==> src/hdl/ffpa_pkg.sv <==
// Shared types and constants for the first-fit page run allocator.
// No dependencies; every other file imports this package.
package ffpa_pkg;

  localparam int ADDR_W     = 48;
  localparam int LIMIT_W    = 9;
  localparam int CFG_DATA_W = 64;
  localparam int CFG_ADDR_W = 4;

  // Slot map codes
  localparam logic [1:0] SLOT_FREE = 2'd0;
  localparam logic [1:0] SLOT_USED = 2'd1;
  localparam logic [1:0] SLOT_END  = 2'd2;

  localparam logic KIND_ALLOC = 1'b0;
  localparam logic KIND_FREE  = 1'b1;

  typedef enum logic [1:0] {
    ST_OK      = 2'd0,
    ST_NOSPACE = 2'd1,
    ST_BAD     = 2'd2
  } status_t;

  typedef struct packed {
    logic              kind;
    logic [8:0]        page_count;
    logic [ADDR_W-1:0] address;
  } in_item_t;

  typedef struct packed {
    logic [1:0]        status;
    logic [ADDR_W-1:0] run_address;
  } out_item_t;

  // Controller to datapath
  typedef struct packed {
    logic    clr;
    logic    load;
    logic    start;
    logic    step;
    logic    mark;
    logic    respond;
    status_t status;
  } ctrl_cmd_t;

  // Datapath to controller
  typedef struct packed {
    logic clr_done;
    logic req_kind;
    logic req_bad;
    logic hit;
    logic done;
    logic mark_done;
    logic out_busy;
  } dp_sts_t;

endpackage

==> src/hdl/first_fit_page_run_allocator_top.sv <==
// Top level of the first-fit page run allocator.
// Depends on ffpa_pkg, ffpa_regs, ffpa_ctrl and ffpa_datapath.
//
// Usage:
//   Input channel (in_valid / in_stall / in_data): one transaction is one
//   request, allocate (kind 0, page_count pages) or free (kind 1, address).
//   Result channel (out_valid / out_stall / out_data): exactly one
//   transaction per request, with status and the run start address.
//   Configuration port (cfg_*): base_address at byte 0, slot_limit at byte 8;
//   write only while the block is idle.
// Timing:
//   One request at a time. The slot map is a single-port-write memory with a
//   registered read, walked one slot per cycle. An allocate scans for a free run
//   and then marks its page_count slots; a free walks from its slot to the run
//   end. A bad request is answered without a scan. The scan is bounded by the
//   active limit.
// Reset:
//   rst_n (synchronous) starts a clearing pass that marks every slot unused;
//   in_stall stays high during it. Registers are taken.
// Stalling:
//   The result sits in an output register; a new request is accepted while it
//   waits. Hold the next result until the receiver takes the previous one.
module first_fit_page_run_allocator_top
  import ffpa_pkg::*;
#(
  parameter int MAP_DEPTH  = 256,
  parameter int PAGE_SHIFT = 12
) (
  input  logic                  clk,
  input  logic                  rst_n,
  input  logic                  in_valid,
  output logic                  in_stall,
  input  in_item_t              in_data,
  output logic                  out_valid,
  input  logic                  out_stall,
  output out_item_t             out_data,
  input  logic                  cfg_psel,
  input  logic                  cfg_penable,
  input  logic                  cfg_pwrite,
  input  logic [CFG_ADDR_W-1:0] cfg_paddr,
  input  logic [CFG_DATA_W-1:0] cfg_pwdata,
  output logic [CFG_DATA_W-1:0] cfg_prdata,
  output logic                  cfg_pready
);

  logic [ADDR_W-1:0]  base_address;
  logic [LIMIT_W-1:0] slot_limit;
  ctrl_cmd_t          cmd;
  dp_sts_t            sts;

  // Register file: base address and slot limit
  ffpa_regs u_regs (
    .clk          (clk),
    .rst_n        (rst_n),
    .cfg_psel     (cfg_psel),
    .cfg_penable  (cfg_penable),
    .cfg_pwrite   (cfg_pwrite),
    .cfg_paddr    (cfg_paddr),
    .cfg_pwdata   (cfg_pwdata),
    .cfg_prdata   (cfg_prdata),
    .cfg_pready   (cfg_pready),
    .base_address (base_address),
    .slot_limit   (slot_limit)
  );

  // Sequence each request: check, walk the map, mark, answer
  ffpa_ctrl u_ctrl (
    .clk      (clk),
    .rst_n    (rst_n),
    .in_valid (in_valid),
    .in_stall (in_stall),
    .cmd      (cmd),
    .sts      (sts)
  );

  // Slot map and result register
  ffpa_datapath #(
    .MAP_DEPTH  (MAP_DEPTH),
    .PAGE_SHIFT (PAGE_SHIFT)
  ) u_datapath (
    .clk          (clk),
    .rst_n        (rst_n),
    .cmd          (cmd),
    .sts          (sts),
    .in_data      (in_data),
    .base_address (base_address),
    .slot_limit   (slot_limit),
    .out_valid    (out_valid),
    .out_data     (out_data),
    .out_stall    (out_stall)
  );

endmodule

==> src/hdl/ffpa_regs.sv <==
// Configuration register file behind the APB-style port.
// Depends on ffpa_pkg.
module ffpa_regs
  import ffpa_pkg::*;
(
  input  logic                  clk,
  input  logic                  rst_n,
  input  logic                  cfg_psel,
  input  logic                  cfg_penable,
  input  logic                  cfg_pwrite,
  input  logic [CFG_ADDR_W-1:0] cfg_paddr,
  input  logic [CFG_DATA_W-1:0] cfg_pwdata,
  output logic [CFG_DATA_W-1:0] cfg_prdata,
  output logic                  cfg_pready,
  output logic [ADDR_W-1:0]     base_address,
  output logic [LIMIT_W-1:0]    slot_limit
);

  localparam logic REG_BASE  = 1'b0;
  localparam logic REG_LIMIT = 1'b1;

  logic [ADDR_W-1:0]  base_r;
  logic [LIMIT_W-1:0] limit_r;
  logic               wr_en;
  logic               reg_sel;

  assign cfg_pready = 1'b1;
  assign reg_sel    = cfg_paddr[3];
  assign wr_en      = cfg_psel && cfg_penable && cfg_pwrite && cfg_pready;

  always_ff @(posedge clk) begin
    if (!rst_n) begin
      base_r  <= '0;
      limit_r <= LIMIT_W'(256);
    end else if (wr_en) begin
      case (reg_sel)
        REG_BASE:  base_r  <= cfg_pwdata[ADDR_W-1:0];
        REG_LIMIT: limit_r <= cfg_pwdata[LIMIT_W-1:0];
        default:   ;
      endcase
    end
  end

  always_comb begin
    case (reg_sel)
      REG_BASE:  cfg_prdata = CFG_DATA_W'(base_r);
      REG_LIMIT: cfg_prdata = CFG_DATA_W'(limit_r);
      default:   cfg_prdata = '0;
    endcase
  end

  assign base_address = base_r;
  assign slot_limit   = limit_r;

endmodule

==> src/hdl/ffpa_datapath.sv <==
// Datapath: slot map memory, scan and mark counters, request and result registers.
// Depends on ffpa_pkg; driven by ffpa_ctrl through ctrl_cmd_t.
module ffpa_datapath
  import ffpa_pkg::*;
#(
  parameter int MAP_DEPTH  = 256,
  parameter int PAGE_SHIFT = 12
) (
  input  logic               clk,
  input  logic               rst_n,
  input  ctrl_cmd_t          cmd,
  output dp_sts_t            sts,
  input  in_item_t           in_data,
  input  logic [ADDR_W-1:0]  base_address,
  input  logic [LIMIT_W-1:0] slot_limit,
  output logic               out_valid,
  output out_item_t          out_data,
  input  logic               out_stall
);

  localparam int IDX_W = $clog2(MAP_DEPTH);
  localparam int LIM_W = $clog2(MAP_DEPTH + 1);
  localparam int CNT_W = (LIM_W > LIMIT_W) ? LIM_W : LIMIT_W;

  logic [1:0]        map_mem [MAP_DEPTH];
  logic [1:0]        map_q_r;
  in_item_t          req_r;
  logic [IDX_W-1:0]  clr_idx_r;
  logic [CNT_W-1:0]  rd_idx_r;
  logic [CNT_W-1:0]  chk_idx_r;
  logic [CNT_W-1:0]  run_r;
  logic [CNT_W-1:0]  mark_idx_r;
  logic [CNT_W-1:0]  last_r;
  logic [CNT_W-1:0]  start_r;
  logic              pend_r;
  logic              out_valid_r;
  out_item_t         out_data_r;

  logic [CNT_W-1:0]  lim;
  logic [ADDR_W:0]   diff;
  logic [ADDR_W-1:0] slot_full;
  logic              free_bad;
  logic [CNT_W-1:0]  count_c;
  logic              issue;
  logic              hit;
  logic              wr_en;
  logic [IDX_W-1:0]  wr_addr;
  logic [1:0]        wr_data;
  logic [ADDR_W-1:0] run_addr;

  // Active limit: smaller of the register and the map depth
  always_comb begin
    if (CNT_W'(slot_limit) > CNT_W'(MAP_DEPTH)) begin
      lim = CNT_W'(MAP_DEPTH);
    end else begin
      lim = CNT_W'(slot_limit);
    end
  end

  assign diff      = {1'b0, req_r.address} - {1'b0, base_address};
  assign slot_full = diff[ADDR_W-1:0] >> PAGE_SHIFT;
  assign free_bad  = diff[ADDR_W] || (slot_full >= ADDR_W'(lim));
  assign count_c   = CNT_W'(req_r.page_count);
  assign issue     = cmd.step && (rd_idx_r < lim);
  assign hit       = pend_r && (req_r.kind == KIND_ALLOC) && (map_q_r == SLOT_FREE)
                     && ((run_r + CNT_W'(1)) == count_c);

  assign sts.clr_done  = (clr_idx_r == IDX_W'(MAP_DEPTH - 1));
  assign sts.req_kind  = req_r.kind;
  assign sts.req_bad   = (req_r.kind == KIND_ALLOC) ? (req_r.page_count == '0) : free_bad;
  assign sts.hit       = hit;
  assign sts.done      = (pend_r && (req_r.kind == KIND_FREE) && (map_q_r == SLOT_END))
                         || (!pend_r && (rd_idx_r >= lim));
  assign sts.mark_done = (mark_idx_r == last_r);
  assign sts.out_busy  = out_valid_r && out_stall;

  // Single write port: clearing sweep, run marking, or release during a free walk
  always_comb begin
    wr_en   = 1'b0;
    wr_addr = clr_idx_r;
    wr_data = SLOT_FREE;
    if (cmd.clr) begin
      wr_en = 1'b1;
    end else if (cmd.mark) begin
      wr_en   = 1'b1;
      wr_addr = mark_idx_r[IDX_W-1:0];
      wr_data = (mark_idx_r == last_r) ? SLOT_END : SLOT_USED;
    end else if (cmd.step && pend_r && (req_r.kind == KIND_FREE)) begin
      wr_en   = 1'b1;
      wr_addr = chk_idx_r[IDX_W-1:0];
    end
  end

  always_ff @(posedge clk) begin
    if (wr_en) begin
      map_mem[wr_addr] <= wr_data;
    end
    if (issue) begin
      map_q_r <= map_mem[rd_idx_r[IDX_W-1:0]];
    end
  end

  assign run_addr = base_address + (ADDR_W'(start_r) << PAGE_SHIFT);

  // Control state
  always_ff @(posedge clk) begin
    if (!rst_n) begin
      clr_idx_r   <= '0;
      pend_r      <= 1'b0;
      out_valid_r <= 1'b0;
    end else begin
      if (cmd.clr) begin
        clr_idx_r <= clr_idx_r + IDX_W'(1);
      end
      pend_r <= issue;
      if (cmd.respond) begin
        out_valid_r <= 1'b1;
      end else if (!out_stall) begin
        out_valid_r <= 1'b0;
      end
    end
  end

  // Payload and counters
  always_ff @(posedge clk) begin
    if (cmd.load) begin
      req_r <= in_data;
    end
    if (cmd.start) begin
      rd_idx_r <= (req_r.kind == KIND_FREE) ? slot_full[CNT_W-1:0] : '0;
      run_r    <= '0;
    end else if (cmd.step) begin
      if (issue) begin
        rd_idx_r  <= rd_idx_r + CNT_W'(1);
        chk_idx_r <= rd_idx_r;
      end
      if (pend_r && (req_r.kind == KIND_ALLOC)) begin
        run_r <= (map_q_r == SLOT_FREE) ? run_r + CNT_W'(1) : '0;
      end
    end
    if (cmd.step && hit) begin
      mark_idx_r <= chk_idx_r + CNT_W'(1) - count_c;
      start_r    <= chk_idx_r + CNT_W'(1) - count_c;
      last_r     <= chk_idx_r;
    end else if (cmd.mark) begin
      mark_idx_r <= mark_idx_r + CNT_W'(1);
    end
    if (cmd.respond) begin
      out_data_r.status      <= cmd.status;
      out_data_r.run_address <= ((cmd.status == ST_OK) && (req_r.kind == KIND_ALLOC))
                                ? run_addr : '0;
    end
  end

  assign out_valid = out_valid_r;
  assign out_data  = out_data_r;

  a_no_overwrite: assert property (@(posedge clk) disable iff (!rst_n)
    cmd.respond |-> !(out_valid_r && out_stall))
    else $error("result register loaded while a transaction is still held");

  a_mark_in_run: assert property (@(posedge clk) disable iff (!rst_n)
    cmd.mark |-> (mark_idx_r <= last_r) && (last_r < lim))
    else $error("run marking past the run end");

  a_read_in_limit: assert property (@(posedge clk) disable iff (!rst_n)
    pend_r |-> (chk_idx_r < lim))
    else $error("slot read beyond the active limit");

endmodule

==> src/hdl/ffpa_ctrl.sv <==
// Controller state machine for the allocator: clear sweep, check, scan, mark, respond.
// Depends on ffpa_pkg; commands ffpa_datapath.
module ffpa_ctrl
  import ffpa_pkg::*;
(
  input  logic      clk,
  input  logic      rst_n,
  input  logic      in_valid,
  output logic      in_stall,
  output ctrl_cmd_t cmd,
  input  dp_sts_t   sts
);

  typedef enum logic [2:0] {
    S_CLEAR,
    S_IDLE,
    S_CHECK,
    S_SCAN,
    S_MARK,
    S_RESP
  } state_t;

  state_t  state_r, state_nxt;
  status_t status_r, status_nxt;

  assign in_stall = (state_r != S_IDLE);

  always_comb begin
    state_nxt   = state_r;
    status_nxt  = status_r;
    cmd         = '0;
    cmd.status  = status_r;
    case (state_r)
      S_CLEAR: begin
        cmd.clr = 1'b1;
        if (sts.clr_done) begin
          state_nxt = S_IDLE;
        end
      end
      S_IDLE: begin
        if (in_valid) begin
          cmd.load  = 1'b1;
          state_nxt = S_CHECK;
        end
      end
      S_CHECK: begin
        if (sts.req_bad) begin
          status_nxt = ST_BAD;
          state_nxt  = S_RESP;
        end else begin
          cmd.start = 1'b1;
          state_nxt = S_SCAN;
        end
      end
      S_SCAN: begin
        cmd.step = 1'b1;
        if (sts.hit) begin
          status_nxt = ST_OK;
          state_nxt  = S_MARK;
        end else if (sts.done) begin
          status_nxt = (sts.req_kind == KIND_FREE) ? ST_OK : ST_NOSPACE;
          state_nxt  = S_RESP;
        end
      end
      S_MARK: begin
        cmd.mark = 1'b1;
        if (sts.mark_done) begin
          state_nxt = S_RESP;
        end
      end
      S_RESP: begin
        if (!sts.out_busy) begin
          cmd.respond = 1'b1;
          state_nxt   = S_IDLE;
        end
      end
      default: begin
        state_nxt = S_IDLE;
      end
    endcase
  end

  always_ff @(posedge clk) begin
    if (!rst_n) begin
      state_r  <= S_CLEAR;
      status_r <= ST_OK;
    end else begin
      state_r  <= state_nxt;
      status_r <= status_nxt;
    end
  end

  a_clear_first: assert property (@(posedge clk)
    !rst_n |=> (state_r == S_CLEAR))
    else $error("reset did not start the map clearing sweep");

  a_hit_only_alloc: assert property (@(posedge clk) disable iff (!rst_n)
    (state_r == S_SCAN) && sts.hit |-> (sts.req_kind == KIND_ALLOC))
    else $error("run found during a free walk");

endmodule
==> config.mk <==
export PLATFORM = sky130hd
export DESIGN_NAME = first_fit_page_run_allocator_top
export DESIGN_NICKNAME = d
export VERILOG_FILES = /design/src/hdl/ffpa_pkg.sv /design/src/hdl/first_fit_page_run_allocator_top.sv /design/src/hdl/ffpa_regs.sv /design/src/hdl/ffpa_datapath.sv /design/src/hdl/ffpa_ctrl.sv
export SDC_FILE = /design/constraint.sdc
export NUM_CORES = 1
export LEC_CHECK = 0
export ABC_AREA = 1
export BUFFER_PORTS_ARGS = -buffer_cell sky130_fd_sc_hd__buf_2
export CORE_UTILIZATION = 40
export CTS_CLUSTER_DIAMETER = 100
export CTS_CLUSTER_SIZE = 10
export DETAILED_ROUTE_END_ITERATION = 10
export HOLD_SLACK_MARGIN = 0.06
export PLACE_DENSITY = 0.57
export SLEW_MARGIN = 15
export SYNTH_ARGS = -nofsm -noshare
export SYNTH_HDL_FRONTEND = slang
export SYNTH_HIERARCHICAL = 1
export SYNTH_SLANG_ARGS = --single-unit
==> constraint.sdc <==
create_clock -name clk -period 17.5 [get_ports clk]
set_clock_uncertainty 0.2 [all_clocks]
set_input_delay 1.75 -clock clk [delete_from_list [all_inputs] [get_ports clk]]
set_output_delay 1.75 -clock clk [all_outputs]
set_load 0.005 [all_outputs]
# Word-level counts from Yosys, hierarchy flattened
# Memory sizes are Yosys's and may differ from the RTL's. A register that Yosys moved wholly into a read port is not among the register bits.
# Cells that the tools add are included.
[totals]
ff_bits = 234
elab_cells = 128
in_bits = 133
output_inout_bits = 117
ram_bits = 512
mem_count = 1
[op_classes]
n_eq_ne = 17
bitwise = 3
addsub = 8
n_reduce_logical = 32
n_mux = 45
magnitude_cmp = 4
[mem_list]
columns = ["memory", "depth", "word_bits", "read_ports", "rd_ports_with_merged_regs", "wr", "line", "rtl"]
rows = [
  ["u_datapath.map_mem", 256, 2, 1, 1, 1, "ffpa_datapath.sv:25", "logic [1:0] map_mem [MAP_DEPTH];"],
]
[ops]
columns = ["op", "n"]
rows = [
  ["one-hot mux 64 bit (2 select lines)", 1],
  ["two-way mux 9 bit", 8],
  ["subtractor 48 x 48 -> 49 bit", 1],
  ["adder 48 x 21 -> 48 bit", 1],
  ["adder 9 x 1 -> 9 bit, second input constant", 4],
  ["greater-or-equal comparator 36 x 9 -> 1 bit", 1],
  ["two-way mux 8 bit", 3],
  ["two-way mux 3 bit", 7],
  ["equality test 9 bit", 2],
  ["two-way mux 1 bit", 18],
  ["one-hot mux 3 bit (6 select lines)", 1],
  ["logical AND 1 bit", 14],
  ["two-way mux 2 bit", 6],
  ["!= test 2 bit, second input constant", 5],
  ["greater-or-equal comparator 9 bit", 1],
  ["> comparator 9 bit, second input constant", 1],
  ["zero test 9 bit", 1],
  ["less-than comparator 9 bit", 1],
  ["subtractor 9 bit", 1],
  ["adder 8 x 1 -> 8 bit, second input constant", 1],
  ["equality test 8 bit, second input constant", 1],
  ["AND reduction 2 bit", 4],
  ["nonzero test 2 bit", 4],
  ["equality test 3 x 2 -> 1 bit, second input constant", 2],
  ["14 further kinds", 20],
]

# Longest topological paths before layout
[logic_depth]
depth_word = 9
ltp_mapped = 29
ltp_nobuf = 29

# Hierarchy
# Netlist, hierarchy kept.
[modules_own_cells]
columns = ["mod", "cells_per_inst", "area_each_um2", "n_inst", "seq_area_each_um2"]
rows = [
  ["ffpa_datapath", 3453, 33606.0, 1, 20409.6],
  ["ffpa_regs", 492, 2970.3, 1, 1141.1],
  ["ffpa_ctrl", 72, 415.4, 1, 100.1],
]

# Worst setup path after synthesis
# OpenSTA, ideal clock, no wires.
[synth_path]
path_kind = "register to register"
startpoint = "register u_ctrl.state_r[0]"
endpoint = "memory u_datapath.map_mem[0][1] (data pin)"
path_buffers = 1
slack_ns = 8.731
stages_incl_launch_ff = 9
arrival_time_ns = 7.162
setup_time_ns = 1.407
path_cell_list = "dfxtp_1 > buf_4 > nor2_2 > inv_1 > nor2_2 > inv_1 > nor2_4 > inv_1 > nor2_1"
[synth_lines]
columns = ["item", "line", "rtl"]
rows = [
  ["start: declaration", "ffpa_ctrl.sv:23", "state_t state_r, state_nxt;"],
  ["start signal: assignment", "ffpa_ctrl.sv:88", "state_r <= state_nxt;"],
  ["end: declaration", "ffpa_datapath.sv:25", ""],
]

==> results.yml <==
power_and_ir_drop:
  p_per_area_mw_per_mm2: 104
  p_leak_nw: 15.4
  ir_worst_vdd_v: 0.0000831
worst_hold_path:
  hold_start: "u_datapath/chk_idx_r[1]$_DFFE_PP_"
  hold_class: "register to register"
  min_to: "u_datapath/last_r[1]$_DFFE_PP_"
  holdPathStages: 0
worst_setup_path:
  crit_type: "register to register"
  timing.rr.end: "u_datapath/rd_idx_r[2]$_DFFE_PP_"
  worst-path-stages: 23
  cp_data_arrival_time_ns: 5.70
  endpoint_kind: "register"
  r2r_slack_ns: 11.90
  crit_path_cell_trace: "inv_1 -> ha_1 -> nand2_1 -> inv_1 -> nand2_1 -> nor2_1 -> nand4_1 -> nand3_1 -> xor2_1 -> ha_1 -> a21oi_1 -> o21ai_0 -> o21ai_0 -> nand3_1 -> nor2_1 -> nand3_1 -> nand2_1 -> nand2_1 -> nor2_1 -> nand2_1 -> inv_1 -> clkinv_1 -> nand2_1"
  crit_fanout: 13
  startpoint: "u_regs/base_address[16]$_SDFFE_PN0P_"
  critPathLaunchType: "register"
  crit_buf_inv: 4
  cp_common_cell: "nand2_1"
  cpPeakStageDelay_ns: 0.47
  reg2reg_depth: 23
  cp.required_ns: 17.60
  r2r-start: "u_regs/base_address[16]$_SDFFE_PN0P_"
  cp_top_family: "simple AND/OR/NAND/NOR gates"
  slowest_stage: "clkinv_1"
clocking:
  cts.sinks: 748
  cts.clk_slew.worst_paths_ns: 0.06
  cts_buffers: 85
  hold_buffers: 0
  cts_setup_buffers: 0
  ctsLongestPathBuffers: 3
  clkLatencyLatePin_ns: 0.65
  cts_resized: 0
  cts_htree_levels: 3
  root_buffer: "clkbuf_16"
  cts_tree: "yes"
floorplan:
  start_util_pct: 40.4
  dieArea_mm2: 0.0937
  rows: 111
  dieHeight_um: 306
  num_io_pins: 250
  die_x_um: 306
  coreArea_mm2: 0.0917
detailed_routing:
  via_count: 28436
  avgRoutedWirePerCell_um: 19.4
  viasPerCell: 5.26
  drc_errors: 0
  firstDrtPassIters: 6
  initialDrtViolationCount: 2219
  ant_nets: 0
  totalWireLength_um: 105000
global_route:
  grt_pass1_vias: 27517
  grt_pass1_wl_um: 159000
  grt_overflow: 0
  grt_use_total_pct: 22.2
  grt_max_degree: 257
  antenna_found_initial: 2
sta:
  worst_pin_slew_ns: 1.16
  maxSlewHeadroom_pct: 22.7
  setup_viol: 0
  fmax_mhz: 179
  rsz0062_at_grt: "no"
  drv_slew: 0
  period_needed_ns: 5.60
  final_hold_viol_count: 0
  period_share_pct: 32.0
  finalSetupTns_ns: 0
finish:
  finalNetCount: 4410
  final_cell_area_mm2: 0.0416
  nFillCells: 9009
  area_growth_pct: 12.4
  layout_common_cells: "nor2_1 (871), edfxtp_1 (667), nand2_1 (649), inv_1 (432), o21ai_0 (321)"
  layout_commonest_cell: "nor2_1"
  final_cells: 5402
  drive_gt1_share_pct: 9.28
  final_util_pct: 45.3
yosys:
  synth_ff_type: "edfxtp_1"
  synth_cell_types: 54
  ys_warn_count: 6
  synthSimpleGateAreaFrac_pct: 20.1
  synthArstFlopShare_pct: 0
  yosys.area_share.adder_pct: 3.25
  synth_top_family_by_area: "simple AND/OR/NAND/NOR gates"
  yosys-mux-area-fraction_pct: 0
  synth_xor_area_share_pct: 1.04
  ys_seq_elements: 748
  netlist_instances: 4017
  synth-edff-count: 667
  syn-cell-area_mm2: 0.0370
  avgSynthCellArea_um2: 9.21
  synth-compound-area-share_pct: 10.2
  ys_seq_area_share_pct: 58.5
job:
  cap_violations: 0
placed_design:
  dp_hpwl_um: 67400
  placed_cells: 5281
  port-buffer-count: 213
  dpl-instance-area_mm2: 0.0391
  gp_congestion: 0.957
run_status:
  outcome: "finished, final reports clean"
## report_power, final
part,internal [mW],switching [mW]
Sequential,2.01,0.0356
Clock,0.911,0.700
Combinational,0.170,0.477
## logic make-up after synthesis
logic type | Yosys count
simple gates | 1837
flops | 748
buf+inv | 638
other cells | 2
fa+ha+maj | 95
xor+xnor | 44
compound gates | 653
## final cells by class
| type | count | area [um^2] | area share, % |
|---|---|---|---|
| inverter | 447 | 1690 | 4.05 |
| clock inverter | 7 | 146 | 0.352 |
| multi-input combinational | 2646 | 12900 | 31.0 |
| tap | 1186 | 1480 | 3.57 |
| sequential | 748 | 21700 | 52.1 |
| clock buffer | 113 | 2280 | 5.50 |
| antenna | 1 | 2.50 | 0.00602 |
| timing repair buffer | 254 | 1420 | 3.43 |
## worst reg2reg max path, cell delays in order (launching register included)
cell and delay, ns:
dfxtp_1 0.45, inv_1 0.07, ha_1 0.38, nand2_1 0.10, inv_1 0.07, nand2_1 0.07
nor2_1 0.31, nand4_1 0.13, nand3_1 0.20, xor2_1 0.38, ha_1 0.33, a21oi_1 0.12
o21ai_0 0.08, o21ai_0 0.30, nand3_1 0.11, nor2_1 0.11, nand3_1 0.12, nand2_1 0.09
nand2_1 0.07, nor2_1 0.12, nand2_1 0.09, inv_1 0.44, clkinv_1 0.48, nand2_1 0.45
## sequential cells by signal, indices dropped and copies added (netlist names), 48 cells and up
| register | count |
|---|---|
| u_regs/base_address | 48 |
| u_datapath/out_data | 50 |
| u_datapath/map_mem | 512 |
| u_datapath/req_r | 48 |
## synth_stat cells (3+ instances only)
cell / instances / area (um^2)
nand3_1: 204 / 1020
buf_6: 3 / 33.8
o21bai_1: 4 / 30.0
buf_2: 47 / 235
a21o_1: 9 / 67.6
edfxtp_1: 667 / 20000
inv_1: 435 / 1630
o21ai_1: 8 / 40.0
o211ai_1: 17 / 128
nand4_1: 27 / 169
clkinv_1: 6 / 22.5
o22ai_1: 83 / 519
a31oi_1: 5 / 31.3
or2_2: 3 / 18.8
buf_1: 6 / 22.5
a211oi_1: 3 / 22.5
dfxtp_1: 81 / 1620
nor4_1: 12 / 75.1
nor2_1: 877 / 3290
a21oi_1: 130 / 651
ha_1: 93 / 1160
o21a_1: 8 / 60.1
xnor2_1: 10 / 87.6
xor2_1: 34 / 298
clkbuf_1: 113 / 424
a221oi_1: 4 / 35.0
nor2_2: 10 / 62.6
nand3b_1: 4 / 30.0
nand2_1: 649 / 2440
a32o_1: 3 / 30.0
inv_2: 5 / 18.8
nor3_1: 36 / 180
buf_4: 22 / 165
o221ai_1: 49 / 429
o21ai_0: 321 / 1610
## metal layers
| layer | routed length, um | share of wire, % | track usage (%) | up-vias |
|---|---|---|---|---|
| li1 | - | - | - | 13862 |
| met1 | 42900 | 41 | 27.0 | 13623 |
| met2 | 53500 | 51 | 40.4 | 755 |
| met3 | 4820 | 4.6 | 2.74 | 194 |
| met4 | 3380 | 3.2 | 7.70 | 2 |
| met5 | 13 | 0.012 | 0 | - |
## stage by stage
| step | setup slack [ns] | total power, mW | hold slack [ns] |
|---|---|---|---|
| floorplan | 8.73 | 2.49 | 0.226 |
| global placement | 11.75 | 2.73 | 0.237 |
| detailed placement | 11.76 | 2.73 | 0.239 |
| CTS | 11.76 | 4.35 | 0.254 |
| global route | 11.18 | 4.48 | 0.283 |
| finish | 11.90 | 4.31 | 0.255 |
## worst max-delay path by stage
| stage | slack, ns | end |
|---|---|---|
| after CTS | 11.76 | u_datapath/rd_idx_r[0]$_DFFE_PP_ |
| after floorplan | 8.73 | u_datapath/map_mem[0][1]$_DFFE_PP_ |
| final | 11.90 | u_datapath/rd_idx_r[2]$_DFFE_PP_ |
| after global placement | 11.75 | u_datapath/rd_idx_r[1]$_DFFE_PP_ |
| after global routing | 11.18 | u_datapath/rd_idx_r[0]$_DFFE_PP_ |
| after detailed placement | 11.76 | u_datapath/rd_idx_r[1]$_DFFE_PP_ |
Note: power is estimated with default switching activity, not from simulation.
